File: src/hdl/ndrm_pkg.sv
// ----------------------------------------------------------------------------
// ndrm_pkg
// Shared types and constants of the nearest delta-R charge matcher.
// ----------------------------------------------------------------------------
package ndrm_pkg;

	// Fixed point: eta and phi carry FRAC_BITS fraction bits.
	localparam int FRAC_BITS = 12;

	localparam longint PI_Q_L     = (205887 * (longint'(1) << FRAC_BITS) + 32768) >>> 16;
	localparam longint DIST_MAX_L = 64'h7FFF_FFFF;
	localparam longint NINE_RAW_L = longint'(81) << (2 * FRAC_BITS);
	localparam longint NINE_SQ_L  = (NINE_RAW_L > DIST_MAX_L) ? DIST_MAX_L : NINE_RAW_L;

	localparam logic signed [16:0] PI_Q     = 17'(PI_Q_L);
	localparam logic signed [16:0] NEG_PI_Q = -17'(PI_Q_L);
	localparam logic signed [16:0] TWO_PI_Q = 17'(2 * PI_Q_L);
	localparam logic [30:0]        DIST_MAX = 31'(DIST_MAX_L);
	localparam logic [30:0]        NINE_SQ  = 31'(NINE_SQ_L);

	localparam int QUEUE_DEPTH = 4;
	localparam int QUEUE_AW    = $clog2(QUEUE_DEPTH);

	// Configuration register indexes
	typedef enum logic [1:0] {
		REG_LEPTON_ID      = 2'd0,
		REG_SKIP_ENABLE    = 2'd1,
		REG_MIN_DECAY_MODE = 2'd2
	} reg_index_t;

	// Classification made by the front part
	typedef enum logic [1:0] {
		KIND_RECO = 2'd0,
		KIND_GEN  = 2'd1,
		KIND_SKIP = 2'd2
	} item_kind_t;

	typedef struct packed {
		logic [6:0]        lepton_id;
		logic              skip_enable;
		logic signed [4:0] min_decay_mode;
	} cfg_t;

	// charge holds the reco charge for reco items and the running charge for gen items
	typedef struct packed {
		item_kind_t         kind;
		logic signed [15:0] eta;
		logic signed [14:0] phi;
		logic signed [1:0]  charge;
		logic               last;
	} queue_item_t;

	typedef struct packed {
		logic        valid;
		queue_item_t item;
	} queue_port_t;

endpackage

File: src/hdl/ndrm_front.sv
// ----------------------------------------------------------------------------
// ndrm_front
// Accepts requests, classifies them and tracks the running gen charge.
// ----------------------------------------------------------------------------
module ndrm_front (
	input  logic                 clk,
	input  logic                 arst_n,
	input  ndrm_pkg::cfg_t       cfg,
	input  logic                 in_valid,
	input  logic                 req_type,
	input  logic signed [15:0]   eta,
	input  logic signed [14:0]   phi,
	input  logic signed [7:0]    id_code,
	input  logic signed [4:0]    decay_mode,
	input  logic                 last,
	input  logic                 queue_full,
	output logic                 in_ready,
	output ndrm_pkg::queue_port_t push
);
	import ndrm_pkg::*;

	logic signed [1:0] running_q;
	logic signed [1:0] running_nxt;
	logic signed [1:0] reco_charge;
	logic signed [7:0] lid_pos;
	logic signed [7:0] lid_neg;
	logic              skip;
	logic              accept;

	assign in_ready = !queue_full;
	assign accept   = in_valid && in_ready;

	assign lid_pos = $signed({1'b0, cfg.lepton_id});
	assign lid_neg = 8'sd0 - lid_pos;
	assign skip    = cfg.skip_enable && (decay_mode < cfg.min_decay_mode);

	// Any code other than -1, 0 or +1 is kept as -2, which no gen charge equals.
	always_comb begin
		if (id_code == 8'sd1 || id_code == 8'sd0 || id_code == -8'sd1) begin
			reco_charge = id_code[1:0];
		end else begin
			reco_charge = -2'sd2;
		end
	end

	// The negative id check comes second, so a lepton id of zero gives +1.
	always_comb begin
		running_nxt = running_q;
		if (id_code == lid_pos) begin
			running_nxt = -2'sd1;
		end
		if (id_code == lid_neg) begin
			running_nxt = 2'sd1;
		end
	end

	always_comb begin
		push.item.eta  = eta;
		push.item.phi  = phi;
		push.item.last = last;
		if (!req_type) begin
			push.valid       = accept;
			push.item.kind   = KIND_RECO;
			push.item.charge = reco_charge;
		end else if (skip) begin
			// A skipped item only travels on when it has to release a result.
			push.valid       = accept && last;
			push.item.kind   = KIND_SKIP;
			push.item.charge = running_q;
		end else begin
			push.valid       = accept;
			push.item.kind   = KIND_GEN;
			push.item.charge = running_nxt;
		end
	end

	always_ff @(posedge clk or negedge arst_n) begin
		if (!arst_n) begin
			running_q <= 2'sd0;
		end else if (accept) begin
			if (!req_type) begin
				running_q <= 2'sd0;
			end else if (!skip) begin
				running_q <= running_nxt;
			end
		end
	end

endmodule

File: src/hdl/ndrm_queue.sv
// ----------------------------------------------------------------------------
// ndrm_queue
// Short first-in first-out queue between the front and the back part.
// ----------------------------------------------------------------------------
module ndrm_queue (
	input  logic                  clk,
	input  logic                  arst_n,
	input  ndrm_pkg::queue_port_t push,
	output logic                  full,
	input  logic                  pop,
	output ndrm_pkg::queue_port_t head
);
	import ndrm_pkg::*;

	queue_item_t             mem_q [QUEUE_DEPTH];
	logic [QUEUE_AW-1:0]     wr_ptr_q;
	logic [QUEUE_AW-1:0]     rd_ptr_q;
	logic [QUEUE_AW:0]       count_q;
	logic                    do_push;
	logic                    do_pop;

	assign full       = (count_q == (QUEUE_AW+1)'(QUEUE_DEPTH));
	assign head.valid = (count_q != '0);
	assign head.item  = mem_q[rd_ptr_q];
	assign do_push    = push.valid && !full;
	assign do_pop     = pop && head.valid;

	always_ff @(posedge clk) begin
		if (do_push) begin
			mem_q[wr_ptr_q] <= push.item;
		end
	end

	always_ff @(posedge clk or negedge arst_n) begin
		if (!arst_n) begin
			wr_ptr_q <= '0;
			rd_ptr_q <= '0;
			count_q  <= '0;
		end else begin
			if (do_push) begin
				wr_ptr_q <= wr_ptr_q + 1'b1;
			end
			if (do_pop) begin
				rd_ptr_q <= rd_ptr_q + 1'b1;
			end
			if (do_push && !do_pop) begin
				count_q <= count_q + 1'b1;
			end else if (do_pop && !do_push) begin
				count_q <= count_q - 1'b1;
			end
		end
	end

endmodule

File: src/hdl/ndrm_back.sv
// ----------------------------------------------------------------------------
// ndrm_back
// Distance pipeline, best-match tracking and result register.
// ----------------------------------------------------------------------------
module ndrm_back (
	input  logic                  clk,
	input  logic                  arst_n,
	input  ndrm_pkg::queue_port_t head,
	output logic                  pop,
	output logic                  res_valid,
	input  logic                  res_ready,
	output logic [30:0]           dist_sq,
	output logic                  charge_mismatch
);
	import ndrm_pkg::*;

	logic               en;

	// Stage 1: differences and phi wrap
	logic               v_s1;
	item_kind_t         kind_s1;
	logic signed [1:0]  charge_s1;
	logic               last_s1;
	logic signed [16:0] deta_s1;
	logic signed [16:0] dphi_s1;
	logic signed [15:0] reco_eta_q;
	logic signed [14:0] reco_phi_q;
	logic signed [16:0] deta;
	logic signed [16:0] dphi_raw;
	logic signed [16:0] dphi;

	// Stage 2: squares
	logic               v_s2;
	item_kind_t         kind_s2;
	logic signed [1:0]  charge_s2;
	logic               last_s2;
	logic [31:0]        sq_eta_s2;
	logic [31:0]        sq_phi_s2;
	logic signed [33:0] prod_eta;
	logic signed [33:0] prod_phi;

	// Stage 3: saturated sum
	logic               v_s3;
	item_kind_t         kind_s3;
	logic signed [1:0]  charge_s3;
	logic               last_s3;
	logic [30:0]        dist_s3;
	logic [32:0]        sum;

	// Match state and result
	logic [30:0]        best_q;
	logic signed [1:0]  best_charge_q;
	logic signed [1:0]  reco_charge_q;
	logic [30:0]        best_nxt;
	logic signed [1:0]  best_charge_nxt;
	logic signed [1:0]  reco_charge_nxt;
	logic               res_valid_q;
	logic [30:0]        dist_q;
	logic               mismatch_q;

	// The whole pipeline moves whenever the result register can take a new value.
	assign en  = !res_valid_q || res_ready;
	assign pop = en && head.valid;

	assign deta     = {head.item.eta[15], head.item.eta} - {reco_eta_q[15], reco_eta_q};
	assign dphi_raw = {head.item.phi[14], head.item.phi[14], head.item.phi}
		- {reco_phi_q[14], reco_phi_q[14], reco_phi_q};

	always_comb begin
		if (dphi_raw >= PI_Q) begin
			dphi = dphi_raw - TWO_PI_Q;
		end else if (dphi_raw < NEG_PI_Q) begin
			dphi = dphi_raw + TWO_PI_Q;
		end else begin
			dphi = dphi_raw;
		end
	end

	always_ff @(posedge clk or negedge arst_n) begin
		if (!arst_n) begin
			v_s1       <= 1'b0;
			reco_eta_q <= '0;
			reco_phi_q <= '0;
		end else if (en) begin
			v_s1 <= head.valid;
			if (head.valid && head.item.kind == KIND_RECO) begin
				reco_eta_q <= head.item.eta;
				reco_phi_q <= head.item.phi;
			end
		end
	end

	always_ff @(posedge clk) begin
		if (en) begin
			kind_s1   <= head.item.kind;
			charge_s1 <= head.item.charge;
			last_s1   <= head.item.last;
			deta_s1   <= deta;
			dphi_s1   <= dphi;
		end
	end

	assign prod_eta = $signed({{17{deta_s1[16]}}, deta_s1}) * $signed({{17{deta_s1[16]}}, deta_s1});
	assign prod_phi = $signed({{17{dphi_s1[16]}}, dphi_s1}) * $signed({{17{dphi_s1[16]}}, dphi_s1});

	always_ff @(posedge clk or negedge arst_n) begin
		if (!arst_n) begin
			v_s2 <= 1'b0;
			v_s3 <= 1'b0;
		end else if (en) begin
			v_s2 <= v_s1;
			v_s3 <= v_s2;
		end
	end

	// Both squares stay below 2^32, so the low 32 bits carry the full value.
	assign sum = {1'b0, sq_eta_s2} + {1'b0, sq_phi_s2};

	always_ff @(posedge clk) begin
		if (en) begin
			kind_s2   <= kind_s1;
			charge_s2 <= charge_s1;
			last_s2   <= last_s1;
			sq_eta_s2 <= prod_eta[31:0];
			sq_phi_s2 <= prod_phi[31:0];
			kind_s3   <= kind_s2;
			charge_s3 <= charge_s2;
			last_s3   <= last_s2;
			dist_s3   <= (sum > {2'b00, DIST_MAX}) ? DIST_MAX : sum[30:0];
		end
	end

	always_comb begin
		best_nxt        = best_q;
		best_charge_nxt = best_charge_q;
		reco_charge_nxt = reco_charge_q;
		if (v_s3) begin
			unique case (kind_s3)
				KIND_RECO: begin
					best_nxt        = NINE_SQ;
					best_charge_nxt = 2'sd0;
					reco_charge_nxt = charge_s3;
				end
				KIND_GEN: begin
					if (dist_s3 < best_q) begin
						best_nxt        = dist_s3;
						best_charge_nxt = charge_s3;
					end
				end
				default: begin
				end
			endcase
		end
	end

	always_ff @(posedge clk or negedge arst_n) begin
		if (!arst_n) begin
			best_q        <= NINE_SQ;
			best_charge_q <= 2'sd0;
			reco_charge_q <= 2'sd0;
			res_valid_q   <= 1'b0;
		end else if (en) begin
			best_q        <= best_nxt;
			best_charge_q <= best_charge_nxt;
			reco_charge_q <= reco_charge_nxt;
			res_valid_q   <= v_s3 && last_s3;
		end
	end

	always_ff @(posedge clk) begin
		if (en) begin
			dist_q     <= best_nxt;
			mismatch_q <= (reco_charge_nxt != best_charge_nxt);
		end
	end

	assign res_valid       = res_valid_q;
	assign dist_sq         = dist_q;
	assign charge_mismatch = mismatch_q;

endmodule

File: src/hdl/nearest_delta_r_charge_matcher_unit.sv
// ----------------------------------------------------------------------------
// nearest_delta_r_charge_matcher_unit
// Nearest delta-R matcher of one reco particle against gen candidates.
// ----------------------------------------------------------------------------
// Throughput: one request per cycle while the queue has room; the back pipeline
// advances every cycle in which the result register is empty or being taken.
// Path: the request with tlast passes the queue, the difference, square and sum
// stages and the compare into the result register, and waits under backpressure.
// Reset: arst_n clears the queue, pipeline valids, match state, result valid and
// configuration registers to their reset values at once; no clearing pass is needed.
module nearest_delta_r_charge_matcher_unit (
	input  logic        clk,
	input  logic        arst_n,
	// Request stream
	input  logic        s_tvalid,
	output logic        s_tready,
	input  logic [47:0] s_tdata,   // eta[15:0], phi[30:16], id_code[38:31], decay_mode[43:39], zero
	input  logic        s_tuser,   // req_type
	input  logic        s_tlast,   // last
	// Result stream
	output logic        m_tvalid,
	input  logic        m_tready,
	output logic [31:0] m_tdata,   // dist_sq[30:0], charge_mismatch[31]
	// Configuration port
	input  logic        psel,
	input  logic        penable,
	input  logic        pwrite,
	input  logic [3:0]  paddr,
	input  logic [31:0] pwdata,
	output logic [31:0] prdata,
	output logic        pready
);
	import ndrm_pkg::*;

	cfg_t        cfg_q;
	reg_index_t  reg_idx;
	logic        cfg_write;
	queue_port_t push;
	queue_port_t head;
	logic        queue_full;
	logic        pop;
	logic [30:0] dist_sq;
	logic        charge_mismatch;

	assign pready    = 1'b1;
	assign reg_idx   = reg_index_t'(paddr[3:2]);
	assign cfg_write = psel && penable && pwrite && pready;

	always_ff @(posedge clk or negedge arst_n) begin
		if (!arst_n) begin
			cfg_q.lepton_id      <= 7'd15;
			cfg_q.skip_enable    <= 1'b1;
			cfg_q.min_decay_mode <= 5'sd3;
		end else if (cfg_write) begin
			unique case (reg_idx)
				REG_LEPTON_ID:      cfg_q.lepton_id      <= pwdata[6:0];
				REG_SKIP_ENABLE:    cfg_q.skip_enable    <= pwdata[0];
				REG_MIN_DECAY_MODE: cfg_q.min_decay_mode <= pwdata[4:0];
				default: begin
				end
			endcase
		end
	end

	always_comb begin
		unique case (reg_idx)
			REG_LEPTON_ID:      prdata = {25'd0, cfg_q.lepton_id};
			REG_SKIP_ENABLE:    prdata = {31'd0, cfg_q.skip_enable};
			REG_MIN_DECAY_MODE: prdata = {27'd0, cfg_q.min_decay_mode};
			default:            prdata = '0;
		endcase
	end

	ndrm_front u_front (
		.clk        (clk),
		.arst_n     (arst_n),
		.cfg        (cfg_q),
		.in_valid   (s_tvalid),
		.req_type   (s_tuser),
		.eta        (s_tdata[15:0]),
		.phi        (s_tdata[30:16]),
		.id_code    (s_tdata[38:31]),
		.decay_mode (s_tdata[43:39]),
		.last       (s_tlast),
		.queue_full (queue_full),
		.in_ready   (s_tready),
		.push       (push)
	);

	ndrm_queue u_queue (
		.clk    (clk),
		.arst_n (arst_n),
		.push   (push),
		.full   (queue_full),
		.pop    (pop),
		.head   (head)
	);

	ndrm_back u_back (
		.clk             (clk),
		.arst_n          (arst_n),
		.head            (head),
		.pop             (pop),
		.res_valid       (m_tvalid),
		.res_ready       (m_tready),
		.dist_sq         (dist_sq),
		.charge_mismatch (charge_mismatch)
	);

	assign m_tdata = {charge_mismatch, dist_sq};

endmodule

File: config.mk
export PLATFORM = sky130hd
export DESIGN_NAME = nearest_delta_r_charge_matcher_unit
export DESIGN_NICKNAME = d
export VERILOG_FILES = /design/src/hdl/ndrm_pkg.sv /design/src/hdl/ndrm_front.sv /design/src/hdl/ndrm_queue.sv /design/src/hdl/ndrm_back.sv /design/src/hdl/nearest_delta_r_charge_matcher_unit.sv
export SDC_FILE = /design/constraint.sdc
export NUM_CORES = 2
export LEC_CHECK = 0
export BUFFER_PORTS_ARGS = -buffer_cell sky130_fd_sc_hd__buf_2
export CAP_MARGIN = 5
export CORE_MARGIN = 8
export CORE_UTILIZATION = 58
export CTS_CLUSTER_DIAMETER = 40
export DETAILED_ROUTE_END_ITERATION = 12
export PLACE_DENSITY = 0.79
export SYNTH_ARGS = -nofsm -noshare
export SYNTH_HDL_FRONTEND = slang
export SYNTH_HIERARCHICAL = 1
export SYNTH_SLANG_ARGS = --single-unit
export TNS_END_PERCENT = 1
File: constraint.sdc
create_clock -name clk -period 7 [get_ports clk]
set_input_delay 0.7 -clock clk [delete_from_list [all_inputs] [get_ports clk]]
set_output_delay 0.7 -clock clk [all_outputs]
set_load 0.02 [all_outputs]
==> Implementation_results.wiki <==
{| class="wikitable"
! Metric !! Value
|-
| Status || finished clean
|-
| Routability Congestion || ~0.9
|-
| Total number of H-tree levels || 2
|-
| Synthesized area || 38400 um2
|-
| Share of the synthesized netlist area taken by xor and xnor gates || approximately 3.5%
|-
| Max transition margin || about 20%
|-
| Reg-to-reg startpoint || u_back/dphi_s1[3]$_DFFE_PN_
|-
| Half-perimeter wire length after placement || ~60 mm
|-
| Floorplan core area || roughly 66000 um2
|-
| Met1 GRT Util || between 20% and 30%
|-
| Number of distinct standard cells referenced by the synthesized netlist || 90
|-
| Final cell count without fillers || ~4600
|-
| Global routing usage summed across all routing layers || between 20 and 25%
|-
| Reported max-cap violation count || 0
|-
| Cell Area, Placed || between 40000 and 50000 um2
|-
| Mux share of post-synthesis cell area || 3.74%
|-
| Clock skew || 0.0388 ns
|-
| TritonCTS clock tree || yes
|-
| Met2 layer usage reported by global route || 38.3%
|-
| Critical path origin || u_back/dphi_s1[3]$_DFFE_PN_
|-
| Width of the die || about 270 um
|-
| Async S/R FF share, synth || between 20 and 25%
|-
| Via count of the first global-routing pass || between 20000 and 30000
|-
| Final setup TNS || 0 ns
|-
| Final clock period utilization by the worst path || 95.7%
|-
| Endpoint type of the worst setup path || flip-flop
|-
| Net count of the finished layout || ~4500
|-
| Tmin final || approximately 6.7 ns
|-
| Arrival time of the worst setup path || approximately 7.1 ns
|-
| Instance count after placement with tap cells included || between 4000 and 5000
|-
| Buffer cell driving the clock tree root || sky130_fd_sc_hd__clkbuf_16
|-
| Library cell occupying the most area in the post-synthesis netlist || sky130_fd_sc_hd__fa_1
|-
| Number of nets with antenna violations after routing || 0
|-
| Count of unresolved DRC violations after routing || 0
|-
| Avg Cell Area, Syn || ~11 um2
|-
| Min-Delay Path Class || in2reg
|-
| Die Span Y || ~270 um
|-
| Clock buffers created by TritonCTS || between 50 and 60
|-
| Most frequent standard cell in the layout excluding fill and tap cells || sky130_fd_sc_hd__inv_1
|-
| Drt initial violations || about 1600
|-
| Area growth from synthesis to layout || 10.5%
|-
| Overall overflow remaining after global route || 0
|-
| # setup viols final || 0
|-
| Initial Utilization || 58.5%
|-
| Overall via count from detail_route || 24900
|-
| Complex-gate fraction of the synthesized area || 7.37%
|-
| Final wirelength || around 78 mm
|-
| Placement row count || 94
|-
| CTS Sinks || about 400
|-
| Clock network latency to the later pin of the worst-skew pair || around 0.62 ns
|-
| Most used cells in the layout excluding fill and tap cells || sky130_fd_sc_hd__inv_1 (778), sky130_fd_sc_hd__fa_1 (514), sky130_fd_sc_hd__edfxtp_1 (318), sky130_fd_sc_hd__ha_1 (274), sky130_fd_sc_hd__nand2_1 (240)
|-
| Share of the yosys chip area belonging to registers || a little under a third
|-
| GR Layer Usage met3 || 3.39%
|-
| Number of synthesized flops with an enable pin || about 320
|-
| Flip-flop and latch count after synthesis || slightly above 400
|-
| Pin slew with the least headroom to its limit || approximately 1.2 ns
|-
| Most used routing layer || met2
|-
| Kind of critical path || reg2reg
|-
| Number of buffers on the longest clock path || 3
|-
| Share of post-route cells with drive strength above 1 || ~14%
|-
| CTS clk-pin slew, worst paths || 0.06 ns
|-
| Main combinational cell family by area after synthesis || adder cells
|-
| Drt pass-1 iters || 7
|-
| Final slew viol count || 0
|-
| Layout Utilization || between 60% and 70%
|-
| Wire length of the first global-routing pass || 131 mm
|-
| Final hold violation count || 0
|-
| I/O Buffers || 102
|-
| Area share of the largest cell type after synthesis || 26.8%
|-
| Max FO, Critical Path || 5
|-
| Top post-synthesis cells by area || sky130_fd_sc_hd__fa_1 (27%), sky130_fd_sc_hd__edfxtp_1 (25%), sky130_fd_sc_hd__ha_1 (8.9%), sky130_fd_sc_hd__inv_1 (7.6%), sky130_fd_sc_hd__dfrtp_1 (5.3%)
|-
| Critical path launch point type || flip-flop
|-
| I/O pins || 160
|-
| Hold wc startpoint || s_tdata[11]
|-
| Final design instance area without fill || 42500 um2
|-
| Number of synthesis warnings || 6
|-
| Adder and majority cell fraction of the synthesized area || 35.7%
|-
| Initial antenna violation count || 0
|-
| Routed wirelength normalized by instance count || between 15 and 20 um
|-
| Worst EP required || between 7 and 8 ns
|-
| Simple-gate area share of the yosys netlist || under 10%
|-
| Die Area || 74800 um2
|-
| Main flop type after synthesis || sky130_fd_sc_hd__edfxtp_1
|-
| Number of vias per cell || around 5.5
|-
| Maximum number of pins on one net before global-route repair || 88
|-
| Count of mapped cells out of synthesis || 3459
|-
| Max Clk Rate || approximately 150 MHz
|}
worst max-delay path, stage by stage (launching register included):
cell and delay [ns]:
sky130_fd_sc_hd__edfxtp_1 0.47, sky130_fd_sc_hd__buf_4 0.20, sky130_fd_sc_hd__nand2_1 0.10, sky130_fd_sc_hd__inv_1 0.07
sky130_fd_sc_hd__fa_1 0.56, sky130_fd_sc_hd__inv_1 0.13, sky130_fd_sc_hd__fa_1 0.54, sky130_fd_sc_hd__inv_1 0.05
sky130_fd_sc_hd__fa_1 0.52, sky130_fd_sc_hd__fa_1 0.44, sky130_fd_sc_hd__fa_1 0.54, sky130_fd_sc_hd__inv_1 0.06
sky130_fd_sc_hd__fa_1 0.53, sky130_fd_sc_hd__inv_1 0.04, sky130_fd_sc_hd__ha_1 0.31, sky130_fd_sc_hd__and3_1 0.23
sky130_fd_sc_hd__nand2_1 0.09, sky130_fd_sc_hd__buf_4 0.15, sky130_fd_sc_hd__nor3_1 0.22, sky130_fd_sc_hd__a21oi_2 0.13
sky130_fd_sc_hd__a311oi_1 0.38, sky130_fd_sc_hd__buf_4 0.20, sky130_fd_sc_hd__a311oi_1 0.10, sky130_fd_sc_hd__o21bai_1 0.15
sky130_fd_sc_hd__a21oi_1 0.09, sky130_fd_sc_hd__xnor2_1 0.13
sequential cells by signal (all words and copies together) (netlist names), 17 cells and up:
signal,count
u_queue/mem_q,144
u_back/best_q,31
u_back/dist_s3,31
u_back/dist_sq,31
u_back/sq_eta_s2,31
u_back/sq_phi_s2,31
u_back/deta_s1,17
u_back/dphi_s1,17
routing by layer:
layer | routed length [um] | share of wire, %
met1 | 31200 | 40
met2 | 40000 | 51
met3 | 4720 | 6.0
met4 | 2120 | 2.7
met5 | 0 | 0
cell families after synthesis:
group,after synthesis
XOR/XNOR,153
multiplexers,90
AND/OR/NAND/NOR,691
adder cells (fa/ha/maj),788
other,2
buffers and inverters,926
AO/OA/AOI/OAI,399
flip-flops,410
through the flow:
stage | setup WS [ns] | hold slack (ns)
floorplan | 0.0784 | 0.400
global placement | 0.0470 | 0.401
detailed placement | -0.154 | 0.406
CTS | 0.00693 | 0.249
global route | -0.00880 | 0.266
finish | 0.304 | 0.292
worst paths after layout:
| path | to | slack (ns) | cells past startpoint |
|---|---|---|---|
| worst max-delay path | u_back/sq_phi_s2[30]$_DFFE_PN_ | 0.30 | 25 |
| worst min-delay path | u_queue/mem_q[2][29]$_DFFE_PP_ | 0.29 | 1 |
| worst max register to register | u_back/sq_phi_s2[30]$_DFFE_PN_ | 0.30 | 25 |
| worst min register to register | u_back/last_s3$_DFFE_PN_ | 0.42 | 0 |
| max in group asynchronous | u_back/best_q[7]$_DFFE_PN0N_ | 5.10 | 3 |
| min in group asynchronous | u_back/reco_phi_q[11]$_DFFE_PN0P_ | 0.54 | 2 |
area by class of cell:
class                           count  area, um2
Inverter                          779       2930
Multi-Input combinational cell   2147      23000
Sequential cell                   410      11900
Clock buffer                       59       1410
Clock inverter                     39        528
Tap cell                          864       1080
Antenna cell                        1       2.50
Timing Repair Buffer              260       1700
Fill cell                        4839      23300
synthesized netlist by cell type, types with 8 or more instances:
| library cell | count |
|---|---|
| sky130_fd_sc_hd__a211oi_1 | 17 |
| sky130_fd_sc_hd__mux4_2 | 36 |
| sky130_fd_sc_hd__edfxtp_1 | 318 |
| sky130_fd_sc_hd__nand2b_1 | 26 |
| sky130_fd_sc_hd__nor2_1 | 114 |
| sky130_fd_sc_hd__a21boi_0 | 9 |
| sky130_fd_sc_hd__inv_1 | 779 |
| sky130_fd_sc_hd__mux2_2 | 40 |
| sky130_fd_sc_hd__and2_1 | 114 |
| sky130_fd_sc_hd__a21o_1 | 35 |
| sky130_fd_sc_hd__nand2_1 | 240 |
| sky130_fd_sc_hd__clkbuf_1 | 67 |
| sky130_fd_sc_hd__nor3_1 | 45 |
| sky130_fd_sc_hd__o21a_1 | 24 |
| sky130_fd_sc_hd__o211ai_1 | 9 |
| sky130_fd_sc_hd__ha_1 | 274 |
| sky130_fd_sc_hd__xor2_1 | 35 |
| sky130_fd_sc_hd__and3_1 | 13 |
| sky130_fd_sc_hd__a22o_1 | 28 |
| sky130_fd_sc_hd__or3_1 | 11 |
| sky130_fd_sc_hd__or2_2 | 8 |
| sky130_fd_sc_hd__a22oi_1 | 9 |
| sky130_fd_sc_hd__xnor2_1 | 118 |
| sky130_fd_sc_hd__a32o_1 | 28 |
| sky130_fd_sc_hd__a21oi_1 | 78 |
| sky130_fd_sc_hd__o21ai_0 | 76 |
| sky130_fd_sc_hd__a31o_2 | 8 |
| sky130_fd_sc_hd__nand4_1 | 8 |
| sky130_fd_sc_hd__buf_4 | 61 |
| sky130_fd_sc_hd__nor2b_1 | 53 |
| sky130_fd_sc_hd__fa_1 | 514 |
| sky130_fd_sc_hd__o21bai_1 | 11 |
| sky130_fd_sc_hd__dfstp_2 | 10 |
| sky130_fd_sc_hd__dfrtp_1 | 82 |
| sky130_fd_sc_hd__nand3_1 | 22 |
what timing repair did:
action                                  in CTS  in global routing
gates resized for setup                      3                 12
endpoints found under the hold margin       18                  0
hold buffers                                 1                  0
endpoints found under the setup margin       2                  5
buffers inserted                             1                 24
pin swaps                                    0                  4
Power is left out: the tool's default activity adds up to more than one toggle a clock period on the data nets, which glitch-free logic cannot reach.
